### src/rtl/rtpx_pkg.sv
// rtpx_pkg: shared types and constants for the rtp header extractor
// no dependencies; used by every rtl file of the block but rtpx_if, by scoped names
package rtpx_pkg;

  // byte counter saturates at the largest packet size
  localparam int unsigned MAX_PACKET_BYTES = 65535;
  localparam int unsigned OFS_W            = $clog2(MAX_PACKET_BYTES + 1);
  typedef logic [OFS_W-1:0] ofs_t;

  localparam ofs_t OFS_MAX = ofs_t'(MAX_PACKET_BYTES);

  // byte positions inside the packet (fixed 20 byte ip header)
  localparam ofs_t OFS_PROTO     = ofs_t'(9);
  localparam ofs_t OFS_SRC_ADDR0 = ofs_t'(12);
  localparam ofs_t OFS_SRC_ADDR3 = ofs_t'(15);
  localparam ofs_t OFS_DST_ADDR0 = ofs_t'(16);
  localparam ofs_t OFS_DST_ADDR3 = ofs_t'(19);
  localparam ofs_t OFS_SPORT0    = ofs_t'(20);
  localparam ofs_t OFS_SPORT1    = ofs_t'(21);
  localparam ofs_t OFS_DPORT0    = ofs_t'(22);
  localparam ofs_t OFS_DPORT1    = ofs_t'(23);
  localparam ofs_t OFS_UDP_LEN0  = ofs_t'(24);
  localparam ofs_t OFS_UDP_LEN1  = ofs_t'(25);
  localparam ofs_t OFS_RTP_FLG0  = ofs_t'(28);
  localparam ofs_t OFS_RTP_FLG1  = ofs_t'(29);
  localparam ofs_t OFS_RTP_SEQ0  = ofs_t'(30);
  localparam ofs_t OFS_RTP_SEQ1  = ofs_t'(31);
  localparam ofs_t OFS_RTP_TS0   = ofs_t'(32);
  localparam ofs_t OFS_RTP_TS3   = ofs_t'(35);

  // filter constants
  localparam logic [15:0] MIN_RECORD_BYTES = 16'd40;
  localparam logic [15:0] HEADER_OVERHEAD  = 16'd20;
  localparam logic [1:0]  RTP_VERSION      = 2'd2;

  // configuration register map
  localparam int unsigned CFG_IDX_W  = 2;
  localparam int unsigned CFG_DATA_W = 8;
  typedef enum logic [CFG_IDX_W-1:0] {
    CFG_PROTOCOL_MATCH   = 2'd0,
    CFG_PAYLOAD_TYPE_MIN = 2'd1,
    CFG_PAYLOAD_TYPE_MAX = 2'd2
  } cfg_idx_t;

  localparam logic [7:0] PROTOCOL_MATCH_RST   = 8'd17;
  localparam logic [6:0] PAYLOAD_TYPE_MIN_RST = 7'd96;
  localparam logic [6:0] PAYLOAD_TYPE_MAX_RST = 7'd127;

  // one captured packet summary, handed from front to back
  typedef struct packed {
    logic [7:0]  protocol;
    logic [31:0] src_addr;
    logic [31:0] dst_addr;
    logic [15:0] udp_sport;
    logic [15:0] udp_dport;
    logic [15:0] udp_len;
    logic [15:0] rtp_flags;
    logic [15:0] rtp_seq;
    logic [31:0] rtp_ts;
    logic [31:0] arrival;
    ofs_t        count;
  } pkt_rec_t;

  // summary queue between front and back
  localparam int unsigned FIFO_DEPTH = 4;
  localparam int unsigned FIFO_AW    = $clog2(FIFO_DEPTH);

endpackage

### src/rtl/rtpx_if.sv
// rtpx_if: valid/ready channel interfaces for packet bytes and records
// depends on nothing; each interface carries the beat payload as named fields
interface rtpx_in_if;
  logic        valid;
  logic        ready;
  logic [7:0]  data_byte;
  logic        last_byte;
  logic [31:0] now_ms;

  modport source (output valid, data_byte, last_byte, now_ms, input ready);
  modport sink   (input valid, data_byte, last_byte, now_ms, output ready);
endinterface

interface rtpx_out_if;
  logic        valid;
  logic        ready;
  logic [31:0] rtp_timestamp;
  logic [15:0] rtp_sequence;
  logic        marker_bit;
  logic [6:0]  payload_kind;
  logic [15:0] payload_bytes;
  logic [31:0] source_address;
  logic [15:0] source_port;
  logic [31:0] dest_address;
  logic [15:0] dest_port;
  logic [31:0] arrival_ms;
  logic [15:0] packet_length;

  modport source (output valid, rtp_timestamp, rtp_sequence, marker_bit, payload_kind,
                  payload_bytes, source_address, source_port, dest_address, dest_port,
                  arrival_ms, packet_length, input ready);
  modport sink   (input valid, rtp_timestamp, rtp_sequence, marker_bit, payload_kind,
                  payload_bytes, source_address, source_port, dest_address, dest_port,
                  arrival_ms, packet_length, output ready);
endinterface

### src/rtl/rtp_header_extractor.sv
// rtp_header_extractor: ipv4/udp/rtp header capture and record filter
// throughput: one byte beat per cycle, in_ready drops only while the 4-entry summary queue is full
// record path: the summary is written into the queue with the packet's last byte, then moved from the
// queue head into the output register when that is free; the back end drains one queued summary
// per cycle while records are taken, so back-to-back short packets do not stall
// reset: synchronous active-low rst_n clears capture state, the queue and the output register,
// and loads protocol 17 and payload type range 96..127
module rtp_header_extractor (
  input  logic                            clk,
  input  logic                            rst_n,
  rtpx_in_if.sink                         in_bus,
  rtpx_out_if.source                      out_bus,
  input  logic                            cfg_we,
  input  logic [rtpx_pkg::CFG_IDX_W-1:0]  cfg_index,
  input  logic [rtpx_pkg::CFG_DATA_W-1:0] cfg_wdata
);

  logic               push_valid;
  logic               push_ready;
  rtpx_pkg::pkt_rec_t push_rec;
  logic               pop_valid;
  logic               pop_en;
  rtpx_pkg::pkt_rec_t pop_rec;

  // byte capture front end
  rtpx_front u_front (
    .clk        (clk),
    .rst_n      (rst_n),
    .in_bus     (in_bus),
    .push_valid (push_valid),
    .push_rec   (push_rec),
    .push_ready (push_ready)
  );

  // summary queue
  rtpx_fifo u_fifo (
    .clk      (clk),
    .rst_n    (rst_n),
    .wr_en    (push_valid),
    .wr_rec   (push_rec),
    .wr_ready (push_ready),
    .rd_en    (pop_en),
    .rd_rec   (pop_rec),
    .rd_valid (pop_valid)
  );

  // filter and record output
  rtpx_back u_back (
    .clk       (clk),
    .rst_n     (rst_n),
    .cfg_we    (cfg_we),
    .cfg_index (cfg_index),
    .cfg_wdata (cfg_wdata),
    .pop_valid (pop_valid),
    .pop_rec   (pop_rec),
    .pop_en    (pop_en),
    .out_bus   (out_bus)
  );

endmodule

### src/rtl/rtpx_front.sv
// rtpx_front: takes packet bytes, captures header fields by byte offset
// depends on rtpx_pkg and rtpx_in_if; pushes one summary per packet at its last byte
module rtpx_front (
  input  logic                clk,
  input  logic                rst_n,
  rtpx_in_if.sink             in_bus,
  output logic                push_valid,
  output rtpx_pkg::pkt_rec_t  push_rec,
  input  logic                push_ready
);

  rtpx_pkg::ofs_t     offset_r;
  rtpx_pkg::ofs_t     offset_nxt;
  rtpx_pkg::pkt_rec_t cap_r;
  rtpx_pkg::pkt_rec_t cap_nxt;
  logic               accept;

  // one beat a cycle while the queue has room
  assign in_bus.ready = push_ready;
  assign accept       = in_bus.valid && push_ready;

  // saturating byte count, also the packet length at the last byte
  assign offset_nxt = (offset_r == rtpx_pkg::OFS_MAX) ? offset_r
                                                      : offset_r + rtpx_pkg::ofs_t'(1);

  // offset-keyed capture of the current beat
  always_comb begin
    cap_nxt = cap_r;
    if (offset_r == rtpx_pkg::OFS_PROTO) begin
      cap_nxt.protocol = in_bus.data_byte;
    end else if (offset_r inside {[rtpx_pkg::OFS_SRC_ADDR0:rtpx_pkg::OFS_SRC_ADDR3]}) begin
      cap_nxt.src_addr = {cap_r.src_addr[23:0], in_bus.data_byte};
    end else if (offset_r inside {[rtpx_pkg::OFS_DST_ADDR0:rtpx_pkg::OFS_DST_ADDR3]}) begin
      cap_nxt.dst_addr = {cap_r.dst_addr[23:0], in_bus.data_byte};
    end else if (offset_r inside {rtpx_pkg::OFS_SPORT0, rtpx_pkg::OFS_SPORT1}) begin
      cap_nxt.udp_sport = {cap_r.udp_sport[7:0], in_bus.data_byte};
    end else if (offset_r inside {rtpx_pkg::OFS_DPORT0, rtpx_pkg::OFS_DPORT1}) begin
      cap_nxt.udp_dport = {cap_r.udp_dport[7:0], in_bus.data_byte};
    end else if (offset_r inside {rtpx_pkg::OFS_UDP_LEN0, rtpx_pkg::OFS_UDP_LEN1}) begin
      cap_nxt.udp_len = {cap_r.udp_len[7:0], in_bus.data_byte};
    end else if (offset_r inside {rtpx_pkg::OFS_RTP_FLG0, rtpx_pkg::OFS_RTP_FLG1}) begin
      cap_nxt.rtp_flags = {cap_r.rtp_flags[7:0], in_bus.data_byte};
    end else if (offset_r inside {rtpx_pkg::OFS_RTP_SEQ0, rtpx_pkg::OFS_RTP_SEQ1}) begin
      cap_nxt.rtp_seq = {cap_r.rtp_seq[7:0], in_bus.data_byte};
    end else if (offset_r inside {[rtpx_pkg::OFS_RTP_TS0:rtpx_pkg::OFS_RTP_TS3]}) begin
      cap_nxt.rtp_ts = {cap_r.rtp_ts[23:0], in_bus.data_byte};
    end
    cap_nxt.arrival = in_bus.now_ms;
    cap_nxt.count   = offset_nxt;
  end

  // summary of the finished packet goes to the queue
  assign push_valid = accept && in_bus.last_byte;
  assign push_rec   = cap_nxt;

  // capture state, cleared after every last byte
  always_ff @(posedge clk) begin
    if (!rst_n) begin
      offset_r <= '0;
      cap_r    <= '0;
    end else if (accept) begin
      if (in_bus.last_byte) begin
        offset_r <= '0;
        cap_r    <= '0;
      end else begin
        offset_r <= offset_nxt;
        cap_r    <= cap_nxt;
      end
    end
  end

endmodule

### src/rtl/rtpx_fifo.sv
// rtpx_fifo: short summary queue between front and back
// depends on rtpx_pkg; depth set by FIFO_DEPTH, show-ahead read
module rtpx_fifo (
  input  logic                clk,
  input  logic                rst_n,
  input  logic                wr_en,
  input  rtpx_pkg::pkt_rec_t  wr_rec,
  output logic                wr_ready,
  input  logic                rd_en,
  output rtpx_pkg::pkt_rec_t  rd_rec,
  output logic                rd_valid
);

  rtpx_pkg::pkt_rec_t             mem_r [rtpx_pkg::FIFO_DEPTH];
  logic [rtpx_pkg::FIFO_AW:0]     wr_ptr_r;
  logic [rtpx_pkg::FIFO_AW:0]     rd_ptr_r;
  logic                           full;
  logic                           empty;

  // pointers carry one wrap bit
  assign empty = (wr_ptr_r == rd_ptr_r);
  assign full  = (wr_ptr_r[rtpx_pkg::FIFO_AW] != rd_ptr_r[rtpx_pkg::FIFO_AW]) &&
                 (wr_ptr_r[rtpx_pkg::FIFO_AW-1:0] == rd_ptr_r[rtpx_pkg::FIFO_AW-1:0]);

  assign wr_ready = !full;
  assign rd_valid = !empty;
  assign rd_rec   = mem_r[rd_ptr_r[rtpx_pkg::FIFO_AW-1:0]];

  // entry storage
  always_ff @(posedge clk) begin
    if (wr_en && !full) begin
      mem_r[wr_ptr_r[rtpx_pkg::FIFO_AW-1:0]] <= wr_rec;
    end
  end

  // pointer update
  always_ff @(posedge clk) begin
    if (!rst_n) begin
      wr_ptr_r <= '0;
      rd_ptr_r <= '0;
    end else begin
      if (wr_en && !full) begin
        wr_ptr_r <= wr_ptr_r + 1'b1;
      end
      if (rd_en && !empty) begin
        rd_ptr_r <= rd_ptr_r + 1'b1;
      end
    end
  end

endmodule

### src/rtl/rtpx_back.sv
// rtpx_back: filters queued packet summaries and drives the record channel
// depends on rtpx_pkg and rtpx_out_if; holds the configuration registers
module rtpx_back (
  input  logic                                 clk,
  input  logic                                 rst_n,
  input  logic                                 cfg_we,
  input  logic [rtpx_pkg::CFG_IDX_W-1:0]       cfg_index,
  input  logic [rtpx_pkg::CFG_DATA_W-1:0]      cfg_wdata,
  input  logic                                 pop_valid,
  input  rtpx_pkg::pkt_rec_t                   pop_rec,
  output logic                                 pop_en,
  rtpx_out_if.source                           out_bus
);

  logic [7:0]         protocol_match_r;
  logic [6:0]         ptype_min_r;
  logic [6:0]         ptype_max_r;
  logic               out_valid_r;
  rtpx_pkg::pkt_rec_t out_rec_r;
  logic [15:0]        payload_r;
  logic [15:0]        payload_nxt;
  logic [6:0]         ptype;
  logic               pass;

  // configuration writes, unknown indexes dropped
  always_ff @(posedge clk) begin
    if (!rst_n) begin
      protocol_match_r <= rtpx_pkg::PROTOCOL_MATCH_RST;
      ptype_min_r      <= rtpx_pkg::PAYLOAD_TYPE_MIN_RST;
      ptype_max_r      <= rtpx_pkg::PAYLOAD_TYPE_MAX_RST;
    end else if (cfg_we) begin
      case (rtpx_pkg::cfg_idx_t'(cfg_index))
        rtpx_pkg::CFG_PROTOCOL_MATCH:   protocol_match_r <= cfg_wdata;
        rtpx_pkg::CFG_PAYLOAD_TYPE_MIN: ptype_min_r      <= cfg_wdata[6:0];
        rtpx_pkg::CFG_PAYLOAD_TYPE_MAX: ptype_max_r      <= cfg_wdata[6:0];
        default: ;
      endcase
    end
  end

  // record filter on the queue head
  assign ptype = pop_rec.rtp_flags[6:0];
  assign pass  = (16'(pop_rec.count) >= rtpx_pkg::MIN_RECORD_BYTES) &&
                 (pop_rec.protocol == protocol_match_r) &&
                 (pop_rec.rtp_flags[15:14] == rtpx_pkg::RTP_VERSION) &&
                 (ptype >= ptype_min_r) && (ptype <= ptype_max_r);

  // payload size, udp length less the 20 byte header overhead, floored at zero
  assign payload_nxt = (pop_rec.udp_len >= rtpx_pkg::HEADER_OVERHEAD)
                     ? pop_rec.udp_len - rtpx_pkg::HEADER_OVERHEAD : 16'd0;

  // take the head whenever the output register is free or draining
  assign pop_en = pop_valid && (!out_valid_r || out_bus.ready);

  // output register
  always_ff @(posedge clk) begin
    if (!rst_n) begin
      out_valid_r <= 1'b0;
    end else if (pop_en) begin
      out_valid_r <= pass;
    end else if (out_bus.ready) begin
      out_valid_r <= 1'b0;
    end
  end

  always_ff @(posedge clk) begin
    if (pop_en && pass) begin
      out_rec_r <= pop_rec;
      payload_r <= payload_nxt;
    end
  end

  // record beat fields
  assign out_bus.valid          = out_valid_r;
  assign out_bus.rtp_timestamp  = out_rec_r.rtp_ts;
  assign out_bus.rtp_sequence   = out_rec_r.rtp_seq;
  assign out_bus.marker_bit     = out_rec_r.rtp_flags[7];
  assign out_bus.payload_kind   = out_rec_r.rtp_flags[6:0];
  assign out_bus.payload_bytes  = payload_r;
  assign out_bus.source_address = out_rec_r.src_addr;
  assign out_bus.source_port    = out_rec_r.udp_sport;
  assign out_bus.dest_address   = out_rec_r.dst_addr;
  assign out_bus.dest_port      = out_rec_r.udp_dport;
  assign out_bus.arrival_ms     = out_rec_r.arrival;
  assign out_bus.packet_length  = 16'(out_rec_r.count);

endmodule

### src/flat_wrapper.sv
// flat-port wrapper written by rule: the top's interface ports become plain ports
module rtp_header_extractor_flat 
  (clk, rst_n, cfg_we, cfg_index, cfg_wdata, in_bus_valid, in_bus_data_byte, in_bus_last_byte, in_bus_now_ms, in_bus_ready, out_bus_valid, out_bus_rtp_timestamp, out_bus_rtp_sequence, out_bus_marker_bit, out_bus_payload_kind, out_bus_payload_bytes, out_bus_source_address, out_bus_source_port, out_bus_dest_address, out_bus_dest_port, out_bus_arrival_ms, out_bus_packet_length, out_bus_ready);
  rtpx_in_if in_bus_i ();
  rtpx_out_if out_bus_i ();
  input  logic clk;
  input  logic rst_n;
  input  logic cfg_we;
  input  logic [rtpx_pkg::CFG_IDX_W-1:0] cfg_index;
  input  logic [rtpx_pkg::CFG_DATA_W-1:0] cfg_wdata;
  input wire logic [$bits(in_bus_i.valid)-1:0] in_bus_valid;
  input wire logic [$bits(in_bus_i.data_byte)-1:0] in_bus_data_byte;
  input wire logic [$bits(in_bus_i.last_byte)-1:0] in_bus_last_byte;
  input wire logic [$bits(in_bus_i.now_ms)-1:0] in_bus_now_ms;
  output wire logic [$bits(in_bus_i.ready)-1:0] in_bus_ready;
  output wire logic [$bits(out_bus_i.valid)-1:0] out_bus_valid;
  output wire logic [$bits(out_bus_i.rtp_timestamp)-1:0] out_bus_rtp_timestamp;
  output wire logic [$bits(out_bus_i.rtp_sequence)-1:0] out_bus_rtp_sequence;
  output wire logic [$bits(out_bus_i.marker_bit)-1:0] out_bus_marker_bit;
  output wire logic [$bits(out_bus_i.payload_kind)-1:0] out_bus_payload_kind;
  output wire logic [$bits(out_bus_i.payload_bytes)-1:0] out_bus_payload_bytes;
  output wire logic [$bits(out_bus_i.source_address)-1:0] out_bus_source_address;
  output wire logic [$bits(out_bus_i.source_port)-1:0] out_bus_source_port;
  output wire logic [$bits(out_bus_i.dest_address)-1:0] out_bus_dest_address;
  output wire logic [$bits(out_bus_i.dest_port)-1:0] out_bus_dest_port;
  output wire logic [$bits(out_bus_i.arrival_ms)-1:0] out_bus_arrival_ms;
  output wire logic [$bits(out_bus_i.packet_length)-1:0] out_bus_packet_length;
  input wire logic [$bits(out_bus_i.ready)-1:0] out_bus_ready;
  assign in_bus_i.valid = in_bus_valid;
  assign in_bus_i.data_byte = in_bus_data_byte;
  assign in_bus_i.last_byte = in_bus_last_byte;
  assign in_bus_i.now_ms = in_bus_now_ms;
  assign in_bus_ready = in_bus_i.ready;
  assign out_bus_valid = out_bus_i.valid;
  assign out_bus_rtp_timestamp = out_bus_i.rtp_timestamp;
  assign out_bus_rtp_sequence = out_bus_i.rtp_sequence;
  assign out_bus_marker_bit = out_bus_i.marker_bit;
  assign out_bus_payload_kind = out_bus_i.payload_kind;
  assign out_bus_payload_bytes = out_bus_i.payload_bytes;
  assign out_bus_source_address = out_bus_i.source_address;
  assign out_bus_source_port = out_bus_i.source_port;
  assign out_bus_dest_address = out_bus_i.dest_address;
  assign out_bus_dest_port = out_bus_i.dest_port;
  assign out_bus_arrival_ms = out_bus_i.arrival_ms;
  assign out_bus_packet_length = out_bus_i.packet_length;
  assign out_bus_i.ready = out_bus_ready;
  rtp_header_extractor u_core (.clk(clk), .rst_n(rst_n), .in_bus(in_bus_i), .out_bus(out_bus_i), .cfg_we(cfg_we), .cfg_index(cfg_index), .cfg_wdata(cfg_wdata));
endmodule
### config.mk
export PLATFORM = sky130hd
export DESIGN_NAME = rtp_header_extractor_flat
export DESIGN_NICKNAME = d
export VERILOG_FILES = /design/src/rtl/rtpx_pkg.sv /design/src/rtl/rtpx_if.sv /design/src/rtl/rtp_header_extractor.sv /design/src/rtl/rtpx_front.sv /design/src/rtl/rtpx_fifo.sv /design/src/rtl/rtpx_back.sv /design/src/flat_wrapper.sv
export SDC_FILE = /design/constraint.sdc
export NUM_CORES = 1
export LEC_CHECK = 0
export BUFFER_PORTS_ARGS = -buffer_cell sky130_fd_sc_hd__buf_2
export CAP_MARGIN = 5
export CORE_ASPECT_RATIO = 0.7
export CORE_MARGIN = 10
export CORE_UTILIZATION = 35
export DETAILED_ROUTE_END_ITERATION = 10
export GPL_TIMING_DRIVEN = 1
export HOLD_SLACK_MARGIN = 0.1
export PLACE_DENSITY = 0.6
export SKIP_LAST_GASP = 1
export SYNTH_ARGS = -nofsm -noshare
export SYNTH_HDL_FRONTEND = slang
export SYNTH_HIERARCHICAL = 1
export SYNTH_SLANG_ARGS = --single-unit
### constraint.sdc
create_clock -name clk -period 39.1 [get_ports clk]
set_clock_uncertainty 0.2 [all_clocks]
set_input_delay 3.91 -clock clk [delete_from_list [all_inputs] [get_ports clk]]
set_output_delay 3.91 -clock clk [all_outputs]
set_load 0.01 [all_outputs]
* After elaboration in Yosys (flattened, before gate mapping)
Memory sizes are Yosys's and may differ from the RTL's. A register that Yosys moved wholly into a read port is not among the register bits.
Cells that the tools add are included.
** Word-level totals
- Register bits :: 445
- Bits in latches :: 0
- Bits in writable memories :: 928
- ROM bits :: 0
- Bits of input ports :: 56
- Output and inout port bits :: 218
- Logic and storage cells :: 114
- Memories kept :: 1
** Operators by class
- Add/sub/neg operators :: 4
- Multipliers :: 0
- Div/mod/pow operators :: 0
- Order comparisons :: 10
- Eq/ne operators :: 19
- Shifts and indexed selects :: 0
- Mux-type cells :: 26
- Bitwise gates (word level) :: 0
- Reduce and logical (&&, ||, !) cells :: 28
** Memory list
- u_core.u_fifo.mem_r :: words 4, bits a word 232, read ports 1, clocked after Yosys merged registers in 1, write ports 1, RTL line rtpx_fifo.sv:14 : rtpx_pkg::pkt_rec_t mem_r [rtpx_pkg::FIFO_DEPTH];
** Operator list (number)
- 2-to-1 mux 232 bit :: 1
- 2-to-1 mux 176 bit :: 1
- equality test 16 x 5 -> 1 bit (second input constant) :: 10
- 2-to-1 mux 144 bit :: 1
- 2-to-1 mux 32 bit :: 4
- 2-to-1 mux 112 bit :: 1
- 2-to-1 mux 16 bit :: 7
- 2-to-1 mux 96 bit :: 1
- 2-to-1 mux 80 bit :: 1
- 2-to-1 mux 64 bit :: 1
- 2-to-1 mux 48 bit :: 1
- greater-or-equal comparator 16 x 5 -> 1 bit (second input constant) :: 2
- greater-or-equal comparator 16 x 6 -> 1 bit (second input constant) :: 2
- adder 16 x 1 -> 16 bit (second input constant) :: 1
- equality test 16 bit (second input constant) :: 1
- equality test 16 x 4 -> 1 bit (second input constant) :: 1
- greater-or-equal comparator 16 x 4 -> 1 bit (second input constant) :: 1
- <= comparator 16 x 4 -> 1 bit (second input constant) :: 1
- <= comparator 16 x 5 -> 1 bit (second input constant) :: 1
- <= comparator 16 x 6 -> 1 bit (second input constant) :: 1
- subtractor 16 x 5 -> 16 bit (second input constant) :: 1
- logical AND 1 bit :: 14
- nonzero test 2 bit :: 6
- equality test 8 bit :: 1
- other kinds (15) :: 25

* Logic depth before layout (Yosys ltp)
Gate-level depths: netlist (run 1).
- Depth in word-level cells :: 12
- Depth in mapped cells :: 12
- Gate-level depth less buffers :: 9

* Modules after synthesis
Netlist (run 1), hierarchy kept.
** Modules (own cells, without submodules)
- rtpx_fifo :: instances 1, cells each 1280, area an instance 34043.9 um2, seq. area each 28026.9 um2
- rtpx_front :: instances 1, cells each 1213, area an instance 10477.5 um2, seq. area each 4003.8 um2
- rtpx_back :: instances 1, cells each 424, area an instance 8166.6 um2, seq. area each 6946.7 um2

* Worst setup path before layout (run 1)
No wires, ideal clock.
- Path type :: input-to-reg
- From :: input in_bus_valid
- To :: memory u_core/u_fifo/mem_r[3][0] (netlist bit) (enable)
- Setup time :: 0.903 ns
- Arrival :: 16.119 ns
- Required time :: 37.997 ns
- Setup slack :: 21.878 ns
- Stages :: 7
- Buffers on the path :: 2
- Cell sequence :: and2_1 > clkbuf_1 > nand2_1 > clkbuf_1 > inv_1 > nand2_1 > a21oi_1
** Between the ends
- Word-level cells in the longest chain between the ends :: 5
** RTL lines
- start: declaration :: RTL line flat_wrapper.sv:11 : input wire logic [$bits(in_bus_i.valid)-1:0] in_bus_valid;
- logical AND 1 bit :: RTL line rtpx_front.sv:20 : assign accept = in_bus.valid && push_ready;
- logical AND 1 bit :: RTL line rtpx_front.sv:53 : assign push_valid = accept && in_bus.last_byte;
- via u_core.push_valid :: RTL line rtp_header_extractor.sv:18 : logic push_valid;
- logical AND 1 bit :: RTL line rtpx_fifo.sv:31 : if (wr_en && !full) begin
- 2-to-1 mux 1 bit :: RTL line rtpx_fifo.sv:31
- 2-to-1 mux 1 bit (not written as such) :: RTL line rtpx_fifo.sv:32 : mem_r[wr_ptr_r[rtpx_pkg::FIFO_AW-1:0]] <= wr_rec;
- end: declaration :: RTL line rtpx_fifo.sv:14
The timed path passes the listed nets, and every way through them passes these cells.

* Worst setup path after layout (run 1)
- From :: input out_bus_ready
- To :: register u_core.u_back.out_rec_r, in the netlist u_core/u_back/out_bus.rtp_sequence[1] (enable)
** Between the ends
- Word-level cells in the longest chain between the ends :: 3
** RTL lines
- start: declaration :: RTL line flat_wrapper.sv:28 : input wire logic [$bits(out_bus_i.ready)-1:0] out_bus_ready;
- logical OR 1 bit :: RTL line rtpx_back.sv:53 : assign pop_en = pop_valid && (!out_valid_r || out_bus.ready);
- logical AND 1 bit :: RTL line rtpx_back.sv:53
- logical AND 1 bit :: RTL line rtpx_back.sv:67 : if (pop_en && pass) begin
- end signal: assignment :: RTL line rtpx_back.sv:68 : out_rec_r <= pop_rec;
- end: declaration :: RTL line rtpx_back.sv:19 : rtpx_pkg::pkt_rec_t out_rec_r;
Every way passes these cells.
A chain may end at the register's enable or synchronous reset.

==> results of run 1 <==
==> metrics by stage <==
stage / hold slack (ps) / setup WS, ps
after floorplan: 230.6 / 22180
after global placement: 237.3 / 30750
after detailed placement: 244.7 / 30670
after CTS: 256.4 / 31300
after global routing: 285.0 / 30940
final: 256.3 / 31520
==> cell type report <==
| cell class | count | share of cell area, % |
|---|---|---|
| Multi-Input combinational cell | 1279 | 20.72 |
| Clock inverter | 59 | 1.214 |
| Sequential cell | 1345 | 64.69 |
| Inverter | 29 | 0.1846 |
| Timing Repair Buffer | 311 | 2.901 |
| Tap cell | 1963 | 4.165 |
| Clock buffer | 182 | 6.113 |
| Antenna cell | 4 | 0.01698 |
==> critical path, stage by stage <==
cell and delay (ps):
buf_2 70, nand2b_1 280, nand3_1 150, nor4_1 280
nand4_1 180, a21oi_4 820, buf_4 460, buf_4 670
buf_4 800
==> layout by cell type (no fill, tap or decap), drive strengths merged, types with 43 or more instances in the layout <==
cell and n:
mux4 226, dfxtp 225, o22ai 49, nand3 117, mux2 146, nand2 242
clkbuf 183, edfxtp 1120, buf 310, nor2 43, a22oi 47, nor2b 61
o21ai 45
==> state kept, by name, summed over array words and instances, names as in the netlist, 8 cells and up, named ones only <==
| name | count |
|---|---|
| u_core/u_back/out_bus.arrival_ms | 32 |
| u_core/u_back/out_bus.dest_address | 32 |
| u_core/u_back/out_bus.dest_port | 16 |
| u_core/u_back/out_bus.packet_length | 16 |
| u_core/u_back/out_bus.payload_bytes | 16 |
| u_core/u_back/out_bus.rtp_sequence | 16 |
| u_core/u_back/out_bus.rtp_timestamp | 32 |
| u_core/u_back/out_bus.source_address | 32 |
| u_core/u_back/out_bus.source_port | 16 |
| u_core/u_back/protocol_match_r | 8 |
| u_core/u_fifo/mem_r | 904 |
| u_core/u_front/cap_r | 178 |
| u_core/u_front/offset_r | 16 |
==> worst paths after layout <==
| path | cells past startpoint | slack [ps] | start | endpoint |
|---|---|---|---|---|
| setup reg to reg | 12 | 31580 | flip-flop | u_core/u_back/out_bus.rtp_sequence[1] |
| setup / recovery | 9 | 31520 | out_bus_ready | u_core/u_back/out_bus.rtp_sequence[1] |
| hold reg to reg | 2 | 260 | u_core/u_front/cap_r[74] | u_core/u_front/cap_r[74] |
| hold / removal | 2 | 260 | u_core/u_front/cap_r[74] | u_core/u_front/cap_r[74] |
==> per-layer routing <==
| metal | share of wire, % | vias up | global-route usage [%] |
|---|---|---|---|
| met2 | 46 | 837 | 22.34 |
| li1 | - | 11730 | - |
| met3 | 7.4 | 178 | 3.802 |
| met1 | 45 | 13630 | 20.89 |
| met5 | 0.029 | - | 0 |
| met4 | 1.8 | 6 | 3.843 |
==> power by group through the flow <==
| stage | sequential [mW] | combinational, mW | clock, mW |
|---|---|---|---|
| finish | 1.61 | 0.365 | 1.28 |
| global route | 1.62 | 0.398 | 1.37 |
| CTS | 1.61 | 0.378 | 1.31 |
| detailed placement | 1.65 | 0.375 | 0 |
| global placement | 1.64 | 0.377 | 0 |
| floorplan | 1.64 | 0.295 | 0 |
==> impl_results.md, run 1 <==
- Run status: completed
- Die Wd: 478.7 um
- TritonCTS clock tree: built
- Final Cycle Share: between 10% and 20%
- Root Driver: clkbuf_16
- # clock sinks: 1345
- Syn Inst Count: around 2.9k
- Placed Cells: roughly 4.9k
- Crit Path Max Fanout: 59
- Layout Cells excl Fill: 5172
- Power Total: 3.255 mW
- Critical path launch point type: primary input
- Clock power share: 39.2%
- Net switching power: 0.7508 mW
- Max Cap Viol: 0
- Ports: around 270
- Worst slew margin: 19.57%
- Pwr per Cell Area: 55.20 mW/mm2
- Layout overhead on the synthesized area: 14.39%
- Final Cell Area: just under 0.06 mm2
- Worst-Skew Late Latency: about 750 ps
- Layout fillers: 13.11k
- Total number of vias: approximately 26k
- Dpl cell area: 0.05464 mm2
- Number of remaining DRC errors: 0
- Total CTS buffers: about 130
- Int Power: around 2.5 mW
- Post-layout net count: roughly 3.2k
- Final count of negative-setup-slack endpoints: 0
- CP Capture Type: flip-flop
- Die Area: 0.1633 mm2
- Max clock buf depth: 3
- First drt pass iteration count: 5
- Vias per inst: 5.100
- Syn nets: 2938
- Vias in the first global route: 26.07k
- CTS clk-pin slew, worst paths: 60 ps
- Actual slew at the worst max-slew pin: approximately 1200 ps
- Seq pwr share: 49.6%
- Core Footprint: 0.1458 mm2
- CTS Hold Bufs: 0
- Fraction of layout cells with a size suffix above 1: 27.93%
- Mapped cell area: 0.05155 mm2
- Hold Crit Class: reg2reg
- Unrepaired setup endpoints after global routing: no
- # rows: 117
- CTS resizes: 0
- Fmax: 0.1319 GHz
- Initial Utilization: 35.35%
- Comb pwr share: 11.2%
- First-pass GRT wire length: 181000 um
- HPWL reported at the end of detailed placement: 75730 um
- WP data required: 39260 ps
- Final hold violations: 0
- Gr usage total: 14.68%
- Post-layout min period: between 7000 and 8000 ps
- Post-DR wirelength/cell: ~24 um
- Gp weighted congestion: 0.8123
- H-tree Lvls: 4
- Sequential standard cell area: ~0.038 mm2
- DR iter-0 viols: approximately 2.3k
- Layout Utilization: 40.44%
- Ys Warns: 6
- Antenna Nets Post-Route: 0
- PortBufs: ~270
- Die Span Y: 341.1 um
- Setup total negative slack: 0 ps
- Worst VDD drop: 0.00004563 V
- Post-Route WL: 122900 um
- Arr. time, crit path: 7740 ps
- Initial antenna violation count: 22
- Fin. max-slew vios: 0
- Multi-input logic area: between 0.01 and 0.015 mm2
- Post-CTS Setup Inserts: 0
- Largest net degree at the start of global routing: 134
- Switch share: 23.07%
- Total gr overflow: 0
- P_leak: 19.80 nW
- Synthesized area per cell: about 18 um2
- CP Class: in2reg
(Power assumes the default switching activity.)
==> run 2, diff against run 1 <==
- ABC_AREA: unset -> 1
- PLACE_DENSITY: 0.6 -> 0.59
- clock period: 39.1 -> 7.5 ns (I/O delays scaled with it)
==> run 2 against run 1 <==
Setup slack worse by 29000 ps. Via count up 28%. Register-to-register slack worse by 29000 ps. Sequential share of layout area down 1.9 points. Area after synthesis up 3.4%. Hold slack worse by 80 ps. Sequential power rose to 5.3 times the previous value. Non-clock buffer count up 33. Critical endpoint is now u_core/u_back/out_bus.rtp_timestamp[3]. Largest cell class unchanged.
==> impl_results.md, run 2 <==
- Run status: completed
- Initial antenna violation count: 11 (-50%)
- Post-layout min period: about 4600 ps
- Multi-input logic area: 0.01247 mm2 (+2.1%)
- First-pass GRT wire length: 208000 um (+15%)
- Actual slew at the worst max-slew pin: 1213 ps (+10.39 ps)
- Antenna Nets Post-Route: 0 (unchanged)
- PortBufs: 273 (unchanged)
- Final Cycle Share: around three fifths
- Most frequent cells in the layout: edfxtp_1, nand2_1, nor2_1
- WP data required: 7680 ps (-31580 ps)
- Ys Warns: 6 (unchanged)
- R2R cell count: 11 (-1)
- Largest net degree at the start of global routing: 195 (+46%)
- Total number of vias: 33.81k (+28%)
- Crit Path Max Fanout: 106 (+80%)
- H-tree Lvls: 4 (unchanged)
- CP Capture Type: flip-flop
- Placed Cells: 6509 (+32%)
- Worst slew margin: 19.13% (-0.43 points)
- Int Power: 13.05 mW (+420%)
- Total CTS buffers: 139 (+6.1%)
- Gr usage total: 15.91% (+1.2 points)
- Layout fillers: 14.20k (+8.3%)
- Mapped cell area: 0.05332 mm2 (+3.4%)
- Post-Route WL: 138600 um (+13%)
- Total gr overflow: 0 (unchanged)
- Clock power share: 36.4% (-2.8 points)
- Hold path depth: 4 (+2)
- # rows: 119 (+1.7%)
- Worst-path cell chain: buf_4 -> o21ai_0 -> o22ai_1 -> ha_1 -> nand2_1 -> nand2_1 -> a21oi_1 -> nand2_1 -> and2_1 -> nor2_4 -> buf_12
- Fmax: around 0.22 GHz
- CP bufs+invs: 2 (-2)
- Vias per inst: 4.969 (-2.6%)
- Reg2reg setup slack: 2860 ps (-28720 ps)
- Die Span Y: 346.6 um (+1.6%)
- Worst-Skew Late Latency: 760 ps (about the same)
- Layout Cells excl Fill: 6803 (+32%)
- Ports: 274 (unchanged)
- Synthesized area per cell: 11.84 um2 (-34%)
- Arr. time, crit path: 4820 ps (-2920 ps)
- Most frequent CP cell: nand2_1
- Net switching power: 5.145 mW (+590%)
- Layout overhead on the synthesized area: 13.92%
- Max clock buf depth: 3 (unchanged)
- Hold Crit Start: out_bus_ready
- Pwr per Cell Area: 299.5 mW/mm2 (+440%)
- Commonest non-fill, non-tap cell in the layout: edfxtp_1
- FF-to-FF End: u_core/u_back/out_bus.rtp_timestamp[3]
- Root Driver: clkbuf_16
- Vias in the first global route: 31.86k (+22%)
- DR iter-0 viols: 3178 (+41%)
- # clock sinks: 1345 (unchanged)
- Setup total negative slack: 0 ps (unchanged)
- Critical path's slowest cell: dfxtp_4
- Comb pwr share: 16.4% (+5.2 points)
- Slowest stage delay, CP: 910 ps (+90 ps)
- Sequential standard cell area: 0.03814 mm2 (unchanged)
- Core Footprint: 0.1508 mm2 (+3.4%)
- CP Class: reg2reg
- Post-DR wirelength/cell: 20.38 um (-14%)
- Hold Crit Class: in2reg
- Top delay family on crit path: buffers and inverters
- Number of remaining DRC errors: 0 (unchanged)
- Max Cap Viol: 0 (unchanged)
- Switch share: 28.28% (+5.2 points)
- Layout Utilization: 40.27% (-0.17 points)
- Syn nets: 4583 (+56%)
- HPWL reported at the end of detailed placement: 80120 um (+5.8%)
- Fin. max-slew vios: 0 (unchanged)
- CTS clk-pin slew, worst paths: 60 ps (about the same)
- Die Area: 0.1686 mm2 (+3.3%)
- First drt pass iteration count: 7 (+2)
- Initial Utilization: 35.35% (about the same)
- Syn Inst Count: 4502 (+58%)
- TritonCTS clock tree: built
- Gp weighted congestion: 0.8200 (+0.95%)
- Post-layout net count: 4774 (+50%)
- Power Total: 18.19 mW (+460%)
- Unrepaired setup endpoints after global routing: no
- Max reg flops: 904 (unchanged)
- P_leak: 21.51 nW (+8.6%)
- Critical path launch point type: flip-flop
- Worst VDD drop: 0.0002123 V (+370%)
- Die Wd: 486.5 um (+1.6%)
- Seq pwr share: 47.2% (-2.4 points)
- Hold path endpoint: u_core/u_back/out_bus.valid
- Fraction of layout cells with a size suffix above 1: 13.32% (-15 points)
- Final count of negative-setup-slack endpoints: 0 (unchanged)
- Final hold violations: 0 (unchanged)
==> run 2: metal layers <==
| metal | GRT usage [%] | share of wire (%) | wire [um] |
|---|---|---|---|
| met5 | 0 | 0 | 0 |
| met4 | 3.886 | 1.9 | 2645 |
| met3 | 2.691 | 5.6 | 7783 |
| met2 | 24.74 | 46 | 63500 |
| met1 | 23.10 | 47 | 64720 |
==> run 2: worst max path at each step <==
| stage | endpoint | depth (start not counted) |
|---|---|---|
| floorplan | u_core/u_fifo/mem_r[0][0] | 9 |
| global route | u_core/u_back/out_bus.rtp_timestamp[3] | 11 |
| CTS | u_core/u_back/out_bus.arrival_ms[19] | 11 |
| global placement | u_core/u_back/out_bus.dest_port[9] | 10 |
| detailed placement | u_core/u_back/out_bus.rtp_timestamp[15] | 11 |
| finish | u_core/u_back/out_bus.rtp_timestamp[3] | 11 |
==> run 2: power groups by stage <==
stage          clock, mW  combinational, mW  sequential (mW)
2_1_floorplan          0               2.23             8.69
3_3_place_gp           0               2.96             8.74
3_5_place_dp           0               3.00             8.75
4_1_cts             6.77               3.03             8.59
5_1_grt             7.07               3.34             8.60
6_report            6.62               2.99             8.58
==> run 2: worst register-to-register path: cells and delay by family, from the launching register on <==
kind / cells / cell delay (ps)
adders and majority gates: 1 / 300
buffers and inverters: 2 / 1480
AOI/OAI and AO/OA: 3 / 750
and+or+nand+nor: 5 / 520
DFF: 1 / 910
==> run 2: final cells by class <==
cell class	instances	share of cell area, %
Timing Repair Buffer	344	3.432
Clock inverter	54	0.7313
Multi-Input combinational cell	2548	20.53
Sequential cell	1345	62.80
Antenna cell	3	0.01236
Clock buffer	198	6.396
Tap cell	1996	4.112
Inverter	315	1.988
==> run 2: stage by stage <==
stage / instance area (um2) / hold slack (ps) / worst slack [ps]
finish: 60740 / 176.6 / 2861
global route: 60730 / 153.8 / 2465
CTS: 60730 / 109.7 / 2864
detailed placement: 56010 / 251.3 / 2870
global placement: 56010 / 246.3 / 2892
floorplan: 53330 / 232.5 / -668.9
==> run 2: what timing repair did <==
action | 4_1_cts | 5_1_grt
endpoints found under the hold margin | 140 | 0
setup buffers | 0 | 0
hold buffers | 39 | 0
endpoints found under the setup margin | 0 | 0
resized for setup | 0 | 0
